### src/rtl/core/pimtp_pkg.sv
// ----------------------------------------------------------------------------
// pimtp_pkg
// Shared types and constants for the soil moisture PI controller and its
// time-proportional pump drive.
// ----------------------------------------------------------------------------
package pimtp_pkg;

    localparam int ADC_W  = 10;
    localparam int FRAC_W = 16;
    localparam int INTEG_W = 30;
    localparam int DIV_W  = 34;

    // Upper bound of the integral: ten seconds of full-scale error, in
    // fraction-milliseconds.
    localparam logic [INTEG_W-1:0] INTEG_MAX = 30'd655360000;
    localparam logic [FRAC_W-1:0]  DUTY_FULL = 16'hFFFF;
    localparam logic [9:0]         MS_PER_S  = 10'd1000;

    // Scaled command (already shifted down by 4096) at and above which the
    // duty saturates: 65536 * 1000.
    localparam logic [DIV_W-1:0]   CMD_SAT   = 34'd65536000;
    // ceil(2^36 / 1000); exact floor division by 1000 for inputs below 2^26.
    localparam logic [26:0]        RECIP_1K  = 27'd68719477;

    // Register indexes on the configuration port.
    localparam logic [3:0] CFG_ADC_DRY   = 4'd0;
    localparam logic [3:0] CFG_ADC_WET   = 4'd1;
    localparam logic [3:0] CFG_MOIST_MAX = 4'd2;
    localparam logic [3:0] CFG_SETPOINT  = 4'd3;
    localparam logic [3:0] CFG_GAIN_P    = 4'd4;
    localparam logic [3:0] CFG_GAIN_I    = 4'd5;
    localparam logic [3:0] CFG_WINDOW    = 4'd6;
    localparam logic [3:0] CFG_PERIOD    = 4'd7;

    typedef struct packed {
        logic [ADC_W-1:0]  adc_dry;
        logic [ADC_W-1:0]  adc_wet;
        logic [FRAC_W-1:0] moisture_max;
        logic [FRAC_W-1:0] setpoint;
        logic [FRAC_W-1:0] gain_p;
        logic [FRAC_W-1:0] gain_i;
        logic [FRAC_W-1:0] window_ms;
        logic [FRAC_W-1:0] period_ms;
    } cfg_t;

    // One tick as it travels from the front end to the back end.
    typedef struct packed {
        logic [ADC_W-1:0] adc;
        logic             upd;
    } item_t;

    typedef enum logic [3:0] {
        ST_IDLE,
        ST_MOIST,
        ST_DIV1,
        ST_ERR,
        ST_MUL1,
        ST_INT,
        ST_MUL2,
        ST_SUM,
        ST_DIV2,
        ST_PWM,
        ST_OUT
    } back_state_t;

endpackage

### src/rtl/core/pimtp_front.sv
// ----------------------------------------------------------------------------
// pimtp_front
// Takes in ticks and marks the ones on which the PI update runs.
// ----------------------------------------------------------------------------
module pimtp_front
    import pimtp_pkg::*;
(
    input  logic              clk,
    input  logic              rst_n,
    input  logic              in_valid,
    input  logic [ADC_W-1:0]  adc_sample,
    input  logic              q_full,
    input  logic [FRAC_W-1:0] period_ms,
    output logic              in_stall,
    output logic              q_push,
    output item_t             q_item
);

    logic [FRAC_W-1:0] period_count_reg;
    logic [FRAC_W-1:0] per;
    logic [FRAC_W:0]   cnt_inc;
    logic              upd;

    assign per      = (period_ms == '0) ? 16'd1 : period_ms;
    assign cnt_inc  = {1'b0, period_count_reg} + 17'd1;
    assign upd      = cnt_inc >= {1'b0, per};
    assign in_stall = q_full;
    assign q_push   = in_valid && !q_full;
    assign q_item   = '{adc: adc_sample, upd: upd};

    always_ff @(posedge clk or negedge rst_n)
    begin
        if (!rst_n)
        begin
            period_count_reg <= '0;
        end
        else if (q_push)
        begin
            period_count_reg <= upd ? '0 : cnt_inc[FRAC_W-1:0];
        end
    end

endmodule

### config.mk
export PLATFORM = sky130hd
export DESIGN_NAME = pimtp_front
export DESIGN_NICKNAME = d
export VERILOG_FILES = /design/src/rtl/core/pimtp_pkg.sv /design/src/rtl/core/pimtp_front.sv
export SDC_FILE = /design/constraint.sdc
export NUM_CORES = 1
export LEC_CHECK = 0
export BUFFER_PORTS_ARGS = -buffer_cell sky130_fd_sc_hd__buf_2
export CAP_MARGIN = 20
export CORE_MARGIN = 8
export CORE_UTILIZATION = 35
export DETAILED_ROUTE_END_ITERATION = 12
export PLACE_DENSITY = 0.63
export SETUP_SLACK_MARGIN = 0.05
export SLEW_MARGIN = 20
export SYNTH_ARGS = -nofsm -noshare
export SYNTH_HDL_FRONTEND = slang
export SYNTH_SLANG_ARGS = --single-unit
### constraint.sdc
create_clock -name clk -period 4.3 [get_ports clk]
set_clock_uncertainty 0.15 [all_clocks]
set_input_delay 0.43 -clock clk [delete_from_list [all_inputs] [get_ports clk]]
set_output_delay 0.43 -clock clk [all_outputs]
set_load 0.005 [all_outputs]
==> impl_summary.txt <==
----------------------------------------------------
[Critical path]
  Endpoint of the most critical setup path ... q_item[0]
  Worst path required time ... 3.72 ns
  Origin of the worst setup path ... period_count_reg[0]
  Setup slack of the most critical reg-to-reg path ... 0.69 ns
  Launch point of the worst reg-to-reg path ... period_count_reg[0]
  Critical path fanouts, max ... 6
  Startpoint type of the worst setup path ... flip-flop
  Capturing point of the worst reg2reg path ... period_count_reg[14]
  Cell count of the worst reg-to-reg path ... 14
  Worst setup path category ... flip-flop to output pin
  Nature of the critical path endpoint ... output pin
  Worst endpoint data arrival time ... 3.40 ns

[Yosys]
  Post-synth top flop ... sky130_fd_sc_hd__dfrtp_1
  Fraction of the yosys area taken by sequential cells ... 25.2%
  Total nets after synthesis ... 246
  Ys async rst share ... 100%
  Number of synthesized flops with an enable pin ... 0
  Post-synth cell types ... 42
  Top cells by area in the synthesized netlist ... sky130_fd_sc_hd__dfrtp_1 25%, sky130_fd_sc_hd__ha_1 13%, sky130_fd_sc_hd__nand2_1 6.9%
  Area of the mapped netlist ... 0.00159 mm^2
  Number of warnings printed during yosys synthesis ... 0
  Post-synth top area cell ... sky130_fd_sc_hd__dfrtp_1
  Per-instance average area after synthesis ... 7.98 um^2
  Area share of the largest cell type after synthesis ... 25.2%
  Flip-flop and latch count after synthesis ... 16
  Cells after synthesis ... 199

[Routing]
  Remaining antenna violation count ... 0
  DR vias ... 1,360
  Violation count after the first detailed-route iteration ... 82
  Wire length after detailed routing ... 3670 um
  Total DRC errors in the routed layout ... 0
  Mean routed wirelength per cell ... 14.0 um
  Drt pass-1 iters ... 4
  Post-detailed-route via-to-cell ratio ... 5.17

[Cells and area]
  Final-layout fill cell count ... 442
  Number of nets in the layout ... 259
  Number of flip-flops in the largest register ... 16
  Proportion of layout cells with a drive suffix above 1 ... 18.5%
  Layout area overhead ... 9.46%
  Antenna diode count ... 0

[Power and ir drop]
  Worst ir drop on vdd ... 0.106 mV
  Overall power consumption ... 0.000446 W
  Cell Pwr Density ... 257 mW/mm^2
  Cell leakage power ... 0.882 nW

[Outcome]
  Status ... complete, no violations

[STA]
  Final hold violation count ... 0
  Total negative setup slack ... 0 ns
  Setup violation total in the final timing report ... 0
  Timing-limited maximum frequency ... 251 MHz
  Max transition margin ... 54.4%
  Slew of the pin with the lowest slew margin ... 0.684 ns
  Worst hold slack ... 0.413 ns
  Fin crit period ... 3.98 ns
  Unrepaired setup endpoints after global routing ... no
  Max-slew violation count ... 0
  Share of the clock period used by the worst path after layout ... 92.5%

[Place]
  Global placer's final weighted congestion ... 0.874
  Final HPWL from detailed placement ... 2900 um
  Number of port buffers ... 22

[CTS]
  Clock Sink Count ... 16
  Number of buffers on the longest clock path ... 2
  Insertion delay of the later-clocked pin in the worst-skew pair ... 0.25 ns
  CTS buffer count ... 3
  TritonCTS clock tree ... yes
  Clock-pin transition on the worst setup and hold timing paths ... 0.07 ns
  H-tree levels ... 1
  Buffer type at the clock tree root ... sky130_fd_sc_hd__clkbuf_8

[Die]
  Num ports ... 43
  Die width ... 83.4 um
  Number of placement rows ... 24
  Starting density of the core ... 36.5%
  Die height ... 83.4 um
  Die ar. ... 0.00695 mm^2
  Core Region ... 0.00435 mm^2

[GRT]
  Maximum number of pins on one net before global-route repair ... 21
  Global-route wire length before repair ... 6460 um
  Vias in the first global route ... 1,370
  Total overflow reported by the global router ... 0
  Total global-route track usage ... 10.7%
  Antenna violations before repair ... 0

[Min path]
  HP Class ... flip-flop to flip-flop

[Job]
  Count of maximum capacitance violations ... 0

----------------------------------------------------
==> worst min-delay path by stage <==
| stage | startpoint | endpoint | slack, ns | depth (start not counted) |
|---|---|---|---|---|
| after CTS | period_count_reg[1] | period_count_reg[1] | 0.41 | 2 |
| after detailed placement | rst_n | period_count_reg[11] | 0.22 | 1 |
| after global routing | period_count_reg[7] | period_count_reg[7] | 0.47 | 2 |
| after global placement | rst_n | period_count_reg[12] | 0.22 | 1 |
| after floorplan | rst_n | period_count_reg[0] | -0.02 | 0 |
| final | period_count_reg[11] | period_count_reg[11] | 0.41 | 2 |
==> synthesized netlist by cell type (2+ instances only) <==
library cell / instances
sky130_fd_sc_hd__a211o_1: 2
sky130_fd_sc_hd__a211oi_1: 2
sky130_fd_sc_hd__a21o_1: 2
sky130_fd_sc_hd__a21oi_1: 6
sky130_fd_sc_hd__a31o_2: 2
sky130_fd_sc_hd__and3_1: 6
sky130_fd_sc_hd__buf_4: 13
sky130_fd_sc_hd__clkbuf_1: 6
sky130_fd_sc_hd__dfrtp_1: 16
sky130_fd_sc_hd__ha_1: 17
sky130_fd_sc_hd__inv_1: 20
sky130_fd_sc_hd__nand2_1: 29
sky130_fd_sc_hd__nand2b_1: 2
sky130_fd_sc_hd__nand3_1: 10
sky130_fd_sc_hd__nand4_1: 2
sky130_fd_sc_hd__nor2_1: 7
sky130_fd_sc_hd__nor3_1: 5
sky130_fd_sc_hd__nor4_1: 4
sky130_fd_sc_hd__o211ai_1: 2
sky130_fd_sc_hd__o21ai_0: 10
sky130_fd_sc_hd__o21ai_1: 2
sky130_fd_sc_hd__or3_1: 2
sky130_fd_sc_hd__xnor2_1: 9
sky130_fd_sc_hd__xor2_1: 5
==> critical path, stage by stage (launching register included) <==
cell and delay (ns):
sky130_fd_sc_hd__dfrtp_1 0.44, sky130_fd_sc_hd__ha_1 0.31, sky130_fd_sc_hd__nand2_1 0.17, sky130_fd_sc_hd__or2_2 0.34, sky130_fd_sc_hd__nor2_1 0.14, sky130_fd_sc_hd__xor2_1 0.26
sky130_fd_sc_hd__ha_1 0.30, sky130_fd_sc_hd__nand3_1 0.09, sky130_fd_sc_hd__nor3_1 0.07, sky130_fd_sc_hd__a221oi_1 0.25, sky130_fd_sc_hd__a21boi_1 0.19, sky130_fd_sc_hd__nor3_2 0.31
sky130_fd_sc_hd__inv_1 0.14, sky130_fd_sc_hd__buf_2 0.15
==> metrics by stage <==
step / util, % / setup WS [ns] / std cells / area, um^2
finish: 39.9 / 0.322 / 263 / 1740
global route: 39.9 / 0.0829 / 263 / 1740
CTS: 39.6 / 0.206 / 261 / 1720
detailed placement: 38.1 / 0.475 / 256 / 1660
global placement: 38.1 / 0.549 / 256 / 1660
floorplan: - / 0.771 / 199 / 1590
==> cells in the final DEF, fill, tap and decap left out, types with 3 or more instances in the layout <==
cell / netlist / routed
sky130_fd_sc_hd__nand2_1: 29 / 29
sky130_fd_sc_hd__buf_2: 0 / 22
sky130_fd_sc_hd__inv_1: 20 / 20
sky130_fd_sc_hd__ha_1: 17 / 17
sky130_fd_sc_hd__dfrtp_1: 16 / 16
sky130_fd_sc_hd__nand3_1: 10 / 10
sky130_fd_sc_hd__xnor2_1: 9 / 9
sky130_fd_sc_hd__o21ai_0: 10 / 9
sky130_fd_sc_hd__nor2_1: 7 / 7
sky130_fd_sc_hd__and3_1: 6 / 6
sky130_fd_sc_hd__a21oi_1: 6 / 6
sky130_fd_sc_hd__xor2_1: 5 / 5
sky130_fd_sc_hd__nor3_1: 5 / 5
sky130_fd_sc_hd__nor4_1: 4 / 4
sky130_fd_sc_hd__clkbuf_8: 0 / 4
sky130_fd_sc_hd__buf_4: 13 / 4
sky130_fd_sc_hd__o21ai_1: 2 / 3
==> power by group <==
| part | internal (W) | total [W] | switching [W] |
|---|---|---|---|
| combinational | 0.0000551 | 0.000124 | 0.0000685 |
| sequential | 0.000164 | 0.000188 | 0.0000237 |
| clock | 0.0000811 | 0.000135 | 0.0000536 |
==> layout make-up <==
| class | instances | area [um^2] | share of cell area, % |
|---|---|---|---|
| flip-flops and latches | 16 | 400 | 23.0 |
| well taps | 52 | 65.1 | 3.74 |
| repair buffers | 27 | 150 | 8.64 |
| inverters | 21 | 78.8 | 4.54 |
| clock buffers | 4 | 55.1 | 3.17 |
| multi-input cells | 143 | 988 | 56.9 |
==> per-layer routing <==
| layer | global-route usage [%] | part of all wire (%) |
|---|---|---|
| met5 | 0 | 0 |
| met4 | 3.51 | 1.1 |
| met3 | 2.05 | 5.0 |
| met2 | 16.6 | 43 |
| met1 | 14.3 | 50 |
==> cell families after synthesis <==
logic type	after synthesis	synth area share (%)
xor gates and xnor gates	14	7.72
and+or+nand+nor	76	25.6
muxes	1	0.630
DFF	16	25.2
buffers and inverters	40	12.5
AOI/OAI and AO/OA	35	14.9
adders and majority gates	17	13.4
==> timing repair <==
action                     in CTS  in global routing
hold endpoints to repair       16                  0
buffers inserted                0                  2
hold buffers                    1                  0
resized for setup               0                  1
setup endpoints to repair       0                  1
No activity file was read; power rests on OpenSTA's default activity.
