==> src/rtl/core/pimtp_pkg.sv <==
// ----------------------------------------------------------------------------
// pimtp_pkg
// Shared types and constants for the soil moisture PI controller and its
// time-proportional pump drive.
// ----------------------------------------------------------------------------
package pimtp_pkg;

    localparam int ADC_W  = 10;
    localparam int FRAC_W = 16;
    localparam int INTEG_W = 30;
    localparam int DIV_W  = 34;

    // Upper bound of the integral: ten seconds of full-scale error, in
    // fraction-milliseconds.
    localparam logic [INTEG_W-1:0] INTEG_MAX = 30'd655360000;
    localparam logic [FRAC_W-1:0]  DUTY_FULL = 16'hFFFF;
    localparam logic [9:0]         MS_PER_S  = 10'd1000;

    // Scaled command (already shifted down by 4096) at and above which the
    // duty saturates: 65536 * 1000.
    localparam logic [DIV_W-1:0]   CMD_SAT   = 34'd65536000;
    // ceil(2^36 / 1000); exact floor division by 1000 for inputs below 2^26.
    localparam logic [26:0]        RECIP_1K  = 27'd68719477;

    // Register indexes on the configuration port.
    localparam logic [3:0] CFG_ADC_DRY   = 4'd0;
    localparam logic [3:0] CFG_ADC_WET   = 4'd1;
    localparam logic [3:0] CFG_MOIST_MAX = 4'd2;
    localparam logic [3:0] CFG_SETPOINT  = 4'd3;
    localparam logic [3:0] CFG_GAIN_P    = 4'd4;
    localparam logic [3:0] CFG_GAIN_I    = 4'd5;
    localparam logic [3:0] CFG_WINDOW    = 4'd6;
    localparam logic [3:0] CFG_PERIOD    = 4'd7;

    typedef struct packed {
        logic [ADC_W-1:0]  adc_dry;
        logic [ADC_W-1:0]  adc_wet;
        logic [FRAC_W-1:0] moisture_max;
        logic [FRAC_W-1:0] setpoint;
        logic [FRAC_W-1:0] gain_p;
        logic [FRAC_W-1:0] gain_i;
        logic [FRAC_W-1:0] window_ms;
        logic [FRAC_W-1:0] period_ms;
    } cfg_t;

    // One tick as it travels from the front end to the back end.
    typedef struct packed {
        logic [ADC_W-1:0] adc;
        logic             upd;
    } item_t;

    typedef enum logic [3:0] {
        ST_IDLE,
        ST_MOIST,
        ST_DIV1,
        ST_ERR,
        ST_MUL1,
        ST_INT,
        ST_MUL2,
        ST_SUM,
        ST_DIV2,
        ST_PWM,
        ST_OUT
    } back_state_t;

endpackage

==> src/rtl/core/pimtp_queue.sv <==
// ----------------------------------------------------------------------------
// pimtp_queue
// Two-entry queue between the front end and the back end.
// ----------------------------------------------------------------------------
module pimtp_queue
    import pimtp_pkg::*;
(
    input  logic  clk,
    input  logic  rst_n,
    input  logic  push,
    input  item_t push_item,
    input  logic  pop,
    output logic  full,
    output logic  empty,
    output item_t head
);

    item_t      mem [2];
    logic       wr_ptr_reg;
    logic       rd_ptr_reg;
    logic [1:0] count_reg;

    assign full  = count_reg == 2'd2;
    assign empty = count_reg == 2'd0;
    assign head  = mem[rd_ptr_reg];

    always_ff @(posedge clk)
    begin
        if (push)
        begin
            mem[wr_ptr_reg] <= push_item;
        end
    end

    always_ff @(posedge clk or negedge rst_n)
    begin
        if (!rst_n)
        begin
            wr_ptr_reg <= 1'b0;
            rd_ptr_reg <= 1'b0;
            count_reg  <= '0;
        end
        else
        begin
            if (push)
            begin
                wr_ptr_reg <= ~wr_ptr_reg;
            end
            if (pop)
            begin
                rd_ptr_reg <= ~rd_ptr_reg;
            end
            if (push && !pop)
            begin
                count_reg <= count_reg + 2'd1;
            end
            else if (pop && !push)
            begin
                count_reg <= count_reg - 2'd1;
            end
        end
    end

endmodule

==> config.mk <==
export PLATFORM = sky130hd
export DESIGN_NAME = pimtp_queue
export DESIGN_NICKNAME = d
export VERILOG_FILES = /design/src/rtl/core/pimtp_pkg.sv /design/src/rtl/core/pimtp_queue.sv
export SDC_FILE = /design/constraint.sdc
export NUM_CORES = 1
export LEC_CHECK = 0
export CORE_ASPECT_RATIO = 1.1
export CORE_MARGIN = 1
export CORE_UTILIZATION = 60
export DETAILED_ROUTE_END_ITERATION = 6
export DONT_BUFFER_PORTS = 1
export GPL_TIMING_DRIVEN = 0
export PLACE_DENSITY = 0.82
export SYNTH_ARGS = -nofsm -noshare
export SYNTH_HDL_FRONTEND = slang
export SYNTH_SLANG_ARGS = --single-unit
==> constraint.sdc <==
create_clock -name clk -period 2.7 [get_ports clk]
set_clock_uncertainty 0.05 [all_clocks]
set_input_delay 0.27 -clock clk [delete_from_list [all_inputs] [get_ports clk]]
set_output_delay 0.27 -clock clk [all_outputs]
set_load 0.1 [all_outputs]
==> summary.md, run 1 <==
| Metric | Value |
|---|---|
| Clk slew on worst S/H paths | 0.11 ns |
| Post-route setup TNS | 0 ns |
| Min-delay worst type | in2reg |
| Yosys Warn Count | 0 |
| Synth Net Count | 66 |
| Largest area contributor in the netlist | edfxtp_1 |
| Final hold violations | 0 |
| Initial antenna violation count | 0 |
| Ys async rst share | 15.4% |
| Status | finished, final reports clean |
| Clk buf depth | 2 |
| CP Capture Type | primary output |
| Most common cell in the netlist | edfxtp_1 |
| Overflow left after global routing | 0 |
| Primary FF master, synth | edfxtp_1 |
| Max reg flops | 22 |
| Hold_buf cts | 14 |
| Synthesis-to-finish area growth | 18.7% |
| Initial Util | 64.6% |
| Netlist cell types | 13 |
| Die ar. | 1870 um2 |
| Cells after DPL | 67 |
| Post-Syn Area | 1020 um2 |
| CP Cell Sequence | nor2_2 |
| Core ar. | 1580 um2 |
| Clk sinks | 26 |
| Unrepaired setup endpoints after global routing | no |
| Reg2reg setup slack | 1.14 ns |
| Rows | 15 |
| Ant. Diodes | 0 |
| Final min period | 1.93 ns |
| Drc violations | 0 |
| Worst skew pair latency | 0.30 ns |
| Hold WS | 0.162 ns |
| WP data required | 2.38 ns |
| Htree depth | 1 |
| Vias per inst | 5.39 |
| Fmax | 518 MHz |
| Hold endpoint | count_reg[0] |
| Syn Inst Count | 50 |
| Total number of vias | 458 |
| Routability congestion estimate from global placement | 0.585 |
| Slowest-stage cell, CP | nor2_2 |
| DP Wirelength | 911 um |
| Chip width | 41.3 um |
| Postcts setup bufs | 0 |
| CTS Buf Count | 3 |
| Bufs and invs on worst path | 0 |
| Critical path's largest stage delay | 0.85 ns |
| Violation count after the first detailed-route iteration | 4 |
| Hold_sp | push |
| Crit path max fanout | 4 |
| Mean routed wirelength per cell | 17.0 um |
| Worst R2R Path Depth | 1 |
| Syn Area/Cell | 20.4 um2 |
| Share of the yosys chip area belonging to registers | 74.7% |
| Largest cells by area after synthesis | edfxtp_1 (65%), mux2_4 (13%), dfrtp_1 (9.8%), xor2_1 (3.4%), mux2_2 (2.2%) |
| Fin crit share | 71.5% |
| Non-Filler Instances | 85 |
| Port-buffer cells | 0 |
| Final setup viols | 0 |
| Crit Path Class | reg2out |
| Hold depth | 2 |
| Tightest Pin Transition | 1.06 ns |
| Post-CTS sizing | 0 |
| Final slew viol count | 0 |
| Type of element launching the critical path | register |
| Cell Area, Placed | 1040 um2 |
| Share of cells above drive strength 1 | 25.0% |
| Slew headroom | 29.4% |
| Number of global-route vias before repair | 450 |
| WL final | 1.44 mm |
| Pin count of the biggest net entering global routing | 15 |
| Drt first pass iters | 4 |
| Post-route ant nets | 0 |
| Die H | 45.2 um |
| Max_cap viols | 0 |
| Final Cell Area | 1210 um2 |
| First-pass GRT wire length | 1.99 mm |
| TritonCTS clock tree | built |
| Critical R2R Capture | mem[0][1] |
| Yosys top cell area share | 64.9% |
| Nets@finish | 85 |
| Critical Path AT | 1.61 ns |
| Global-route usage over all layers | 18.2% |
| RR Startpoint | wr_ptr_reg |
| Post-synth top cells | edfxtp_1 (22), mux2_4 (9), dfrtp_1 (4), xor2_1 (4) |
| Synth Register Bits | 26 |
| Number of synthesized flops with an enable pin | 22 |
| Boundary Pins | 28 |
| Largest delay share family, worst path | simple AND/OR/NAND/NOR gates |
| Clock root cell | clkbuf_4 |
area by class of cell:
cell class,instances,area (um2)
buffer,1,11.3
clock buffer,4,26.3
fill,99,368
inverter,1,3.75
multi-input combinational,22,245
sequential,26,761
tap,17,21.3
timing repair buffer,14,140
routing by layer:
metal,global-route usage (%),routed length (um),share of wire (%),vias up
met5,0,0,0,-
met4,9.68,9,0.62,0
met3,5.42,105,7.3,2
met2,30.9,820,57,20
met1,19.4,508,35,215
li1,-,-,-,221
placed cells by master, fill, tap and decap left out:
master         count
mux2_2             2
and2_1             1
dlygate4sd3_1     14
xnor2_1            1
nor2b_1            1
mux2_4             9
buf_6              1
xor2_1             4
dfrtp_1            4
clkbuf_4           3
ha_1               1
nor2_1             1
edfxtp_1          22
and2b_2            1
nor2_2             1
clkbuf_1           1
inv_1              1
through the flow:
stage          util (%)  setup WS [ns]
6_report           76.7          0.770
5_1_grt            76.7          0.730
4_1_cts            76.7          0.776
3_5_place_dp       66.1           1.13
3_3_place_gp       66.0          0.677
2_1_floorplan         -          0.704
logic make-up (layout without fill, tap and decap cells):
| kind of cell | Yosys count | in the layout | share of synthesized area [%] |
|---|---|---|---|
| adder cells (fa/ha/maj) | 1 | 1 | 1.23 |
| XOR/XNOR | 5 | 5 | 4.30 |
| AND/OR/NAND/NOR | 5 | 5 | 2.83 |
| buffers and inverters | 2 | 20 | 1.47 |
| multiplexers | 11 | 11 | 15.5 |
| flip-flops | 26 | 26 | 74.7 |
how the worst max path moves through the flow:
| stage | cells after the start | slack, ns | start | end |
|---|---|---|---|---|
| after floorplan | 1 | 0.70 | count_reg[0] | empty |
| after global placement | 1 | 0.68 | count_reg[0] | empty |
| after detailed placement | 1 | 1.13 | count_reg[0] | empty |
| after CTS | 1 | 0.78 | count_reg[0] | empty |
| after global routing | 1 | 0.73 | count_reg[0] | empty |
| final | 1 | 0.77 | count_reg[0] | empty |
Power of run 1 is left out: the tool's default activity adds up to more than one toggle a clock period on the data nets, which glitch-free logic cannot reach.
==> run 2, diff against run 1 <==
--- a/config.mk
+++ b/config.mk
@@ -7,11 +7,11 @@
 export LEC_CHECK = 0
 export CORE_ASPECT_RATIO = 1.1
 export CORE_MARGIN = 1
-export CORE_UTILIZATION = 60
+export CORE_UTILIZATION = 53
 export DETAILED_ROUTE_END_ITERATION = 6
 export DONT_BUFFER_PORTS = 1
 export GPL_TIMING_DRIVEN = 0
-export PLACE_DENSITY = 0.82
+export PLACE_DENSITY = 0.77
 export SYNTH_ARGS = -nofsm -noshare
 export SYNTH_HDL_FRONTEND = slang
 export SYNTH_SLANG_ARGS = --single-unit
==> constraint.sdc (replaced) <==
create_clock -name clk -period 1.6 [get_ports clk]
set_clock_uncertainty 0.05 [all_clocks]
set_input_delay 0.16 -clock clk [delete_from_list [all_inputs] [get_ports clk]]
set_output_delay 0.16 -clock clk [all_outputs]
set_load 0.1 [all_outputs]
==> run 2 against run 1 <==
Net effect: the run now ends with DRC left; cell count grew 3.5%; first-iteration DRC count grew to 2.8 times the previous value; flip-flop and latch count did not move; die area up 13%; global-route usage down 4.8 points; non-clock buffer count up 2; critical path depth up 1; critical endpoint is now head[7]; highest routed layer unchanged; sequential share of layout area decreased by 1.4 points; wire length shrank 0.14%; core utilization decreased by 7.9 points; hold slack lost 0.12 ns; via count grew 4.4%.
==> summary.md, run 2 (synthesis gave the netlist of run 1 again) <==
| Metric | Value |
|---|---|
| Status | finished with violations |
| Violated checks | DRC |
| Mean routed wirelength per cell | 16.4 um |
| TritonCTS clock tree | built |
| Global-route usage over all layers | 13.4% |
| Final core occ | 68.8% |
| Final hold violations | 0 |
| Die H | 48.0 um |
| Nets@finish | 87 |
| Post-route ant nets | 0 |
| Final min period | 1.58 ns |
| Type of element launching the critical path | register |
| Initial Util | 56.5% |
| Reg2reg setup slack | 0.28 ns |
| Filler instances | 129 |
| Most frequent cells in the layout | edfxtp_1 (22), dlygate4sd3_1 (14), mux2_4 (9) |
| Core ar. | 1800 um2 |
| GRT met1 Usage | 15.0% |
| Chip width | 43.8 um |
| Htree depth | 1 |
| Max reg flops | 22 |
| Unrepaired setup endpoints after global routing | yes |
| Crit Path Class | reg2out |
| Overflow left after global routing | 0 |
| Most common cell after layout, fill and taps aside | edfxtp_1 |
| Number of global-route vias before repair | 469 |
| CTS Buf Count | 3 |
| Drc violations | 3 |
| WL final | 1.44 mm |
| CP Capture Type | primary output |
| Setup crit end | head[7] |
| Fmax | 634 MHz |
| WP data required | 1.39 ns |
| Clock root cell | clkbuf_4 |
| Final slew viol count | 0 |
| Worst skew pair latency | 0.30 ns |
| Boundary Pins | 28 |
| Total number of vias | 478 |
| Rows | 16 |
| Tightest Pin Transition | 0.616 ns |
| Violation count after the first detailed-route iteration | 11 |
| Share of cells above drive strength 1 | 30.0% |
| Synthesis-to-finish area growth | 21.6% |
| Clk sinks | 26 |
| Final setup viols | 0 |
| Clk slew on worst S/H paths | 0.13 ns |
| DP Wirelength | 892 um |
| M2 GR Usage | 23.9% |
| Slew headroom | 58.9% |
| Critical Path AT | 1.37 ns |
| Port-buffer cells | 0 |
| Initial antenna violation count | 0 |
| CP startpoint | rd_ptr_reg |
| Hold_sp | push |
| Met3 GRT Util | 3.40% |
| Pin count of the biggest net entering global routing | 15 |
| Worst R2R Path Depth | 1 |
| Max_cap viols | 0 |
| Vias per inst | 5.43 |
| Drt first pass iters | 6 |
| RR Startpoint | wr_ptr_reg |
| First-pass GRT wire length | 1.96 mm |
| Min-delay worst type | in2reg |
| Critical R2R Capture | mem[0][10] |
| Ant. Diodes | 0 |
| Crit path max fanout | 5 |
| Most Used Layer, Global Route | met2 |
| Die ar. | 2100 um2 |
| Fin crit share | 98.6% |
| Clk buf depth | 2 |
| Routability congestion estimate from global placement | 0.583 |
==> run 2: final cells by class <==
class	count	area [um2]	share of cell area, %
flip-flops and latches	26	762	61.5
multi-input cells	22	254	20.5
repair buffers	16	159	12.8
clock buffers	4	26.3	2.12
well taps	18	22.5	1.82
plain buffers	1	11.3	0.909
inverters	1	3.75	0.303
==> run 2: worst min-delay path by stage <==
stage                         to  cells after the start
floorplan           count_reg[0]                      0
global placement      wr_ptr_reg                      0
detailed placement    wr_ptr_reg                      0
CTS                 count_reg[0]                      2
global route        count_reg[0]                      2
finish              count_reg[0]                      2
==> run 2: worst max-delay path, cell delays in order, from the launching register on <==
cell and delay [ns]:
dfrtp_2 0.47, buf_6 0.15, mux2_4 0.44
==> run 2: through the flow <==
| stage | cells | setup TNS, ns | hold WS, ns | cell area, um2 | setup slack (ns) |
|---|---|---|---|---|---|
| after global routing | 88 | -0.112 | 0.0227 | 1240 | -0.0133 |
| after CTS | 87 | 0 | 0.0362 | 1220 | 0.00343 |
| after detailed placement | 68 | -0.785 | -0.185 | 1040 | -0.0717 |
| after global placement | 68 | 0 | -0.185 | 1040 | 0.00471 |
| final | 88 | 0 | 0.0396 | 1240 | 0.0220 |
| after floorplan | 50 | 0 | -0.186 | 1020 | 0.169 |
==> run 2: what timing repair did <==
action                                  4_1_cts  5_1_grt
hold buffers                                 14        0
pin swaps                                     0        0
endpoints found under the hold margin        28        0
gates resized for setup                       2        5
setup buffers                                 1        0
gates cloned                                  0        1
endpoints found under the setup margin       14       10
==> run 2: routing by layer <==
| layer | wire, um | vias to the layer above | share of wire (%) |
|---|---|---|---|
| li1 | - | 224 | - |
| met5 | 0 | - | 0 |
| met3 | 84 | 2 | 5.8 |
| met2 | 765 | 18 | 53 |
| met1 | 582 | 234 | 40 |
| met4 | 10 | 0 | 0.69 |
Power of run 2 is left out for the same reason.
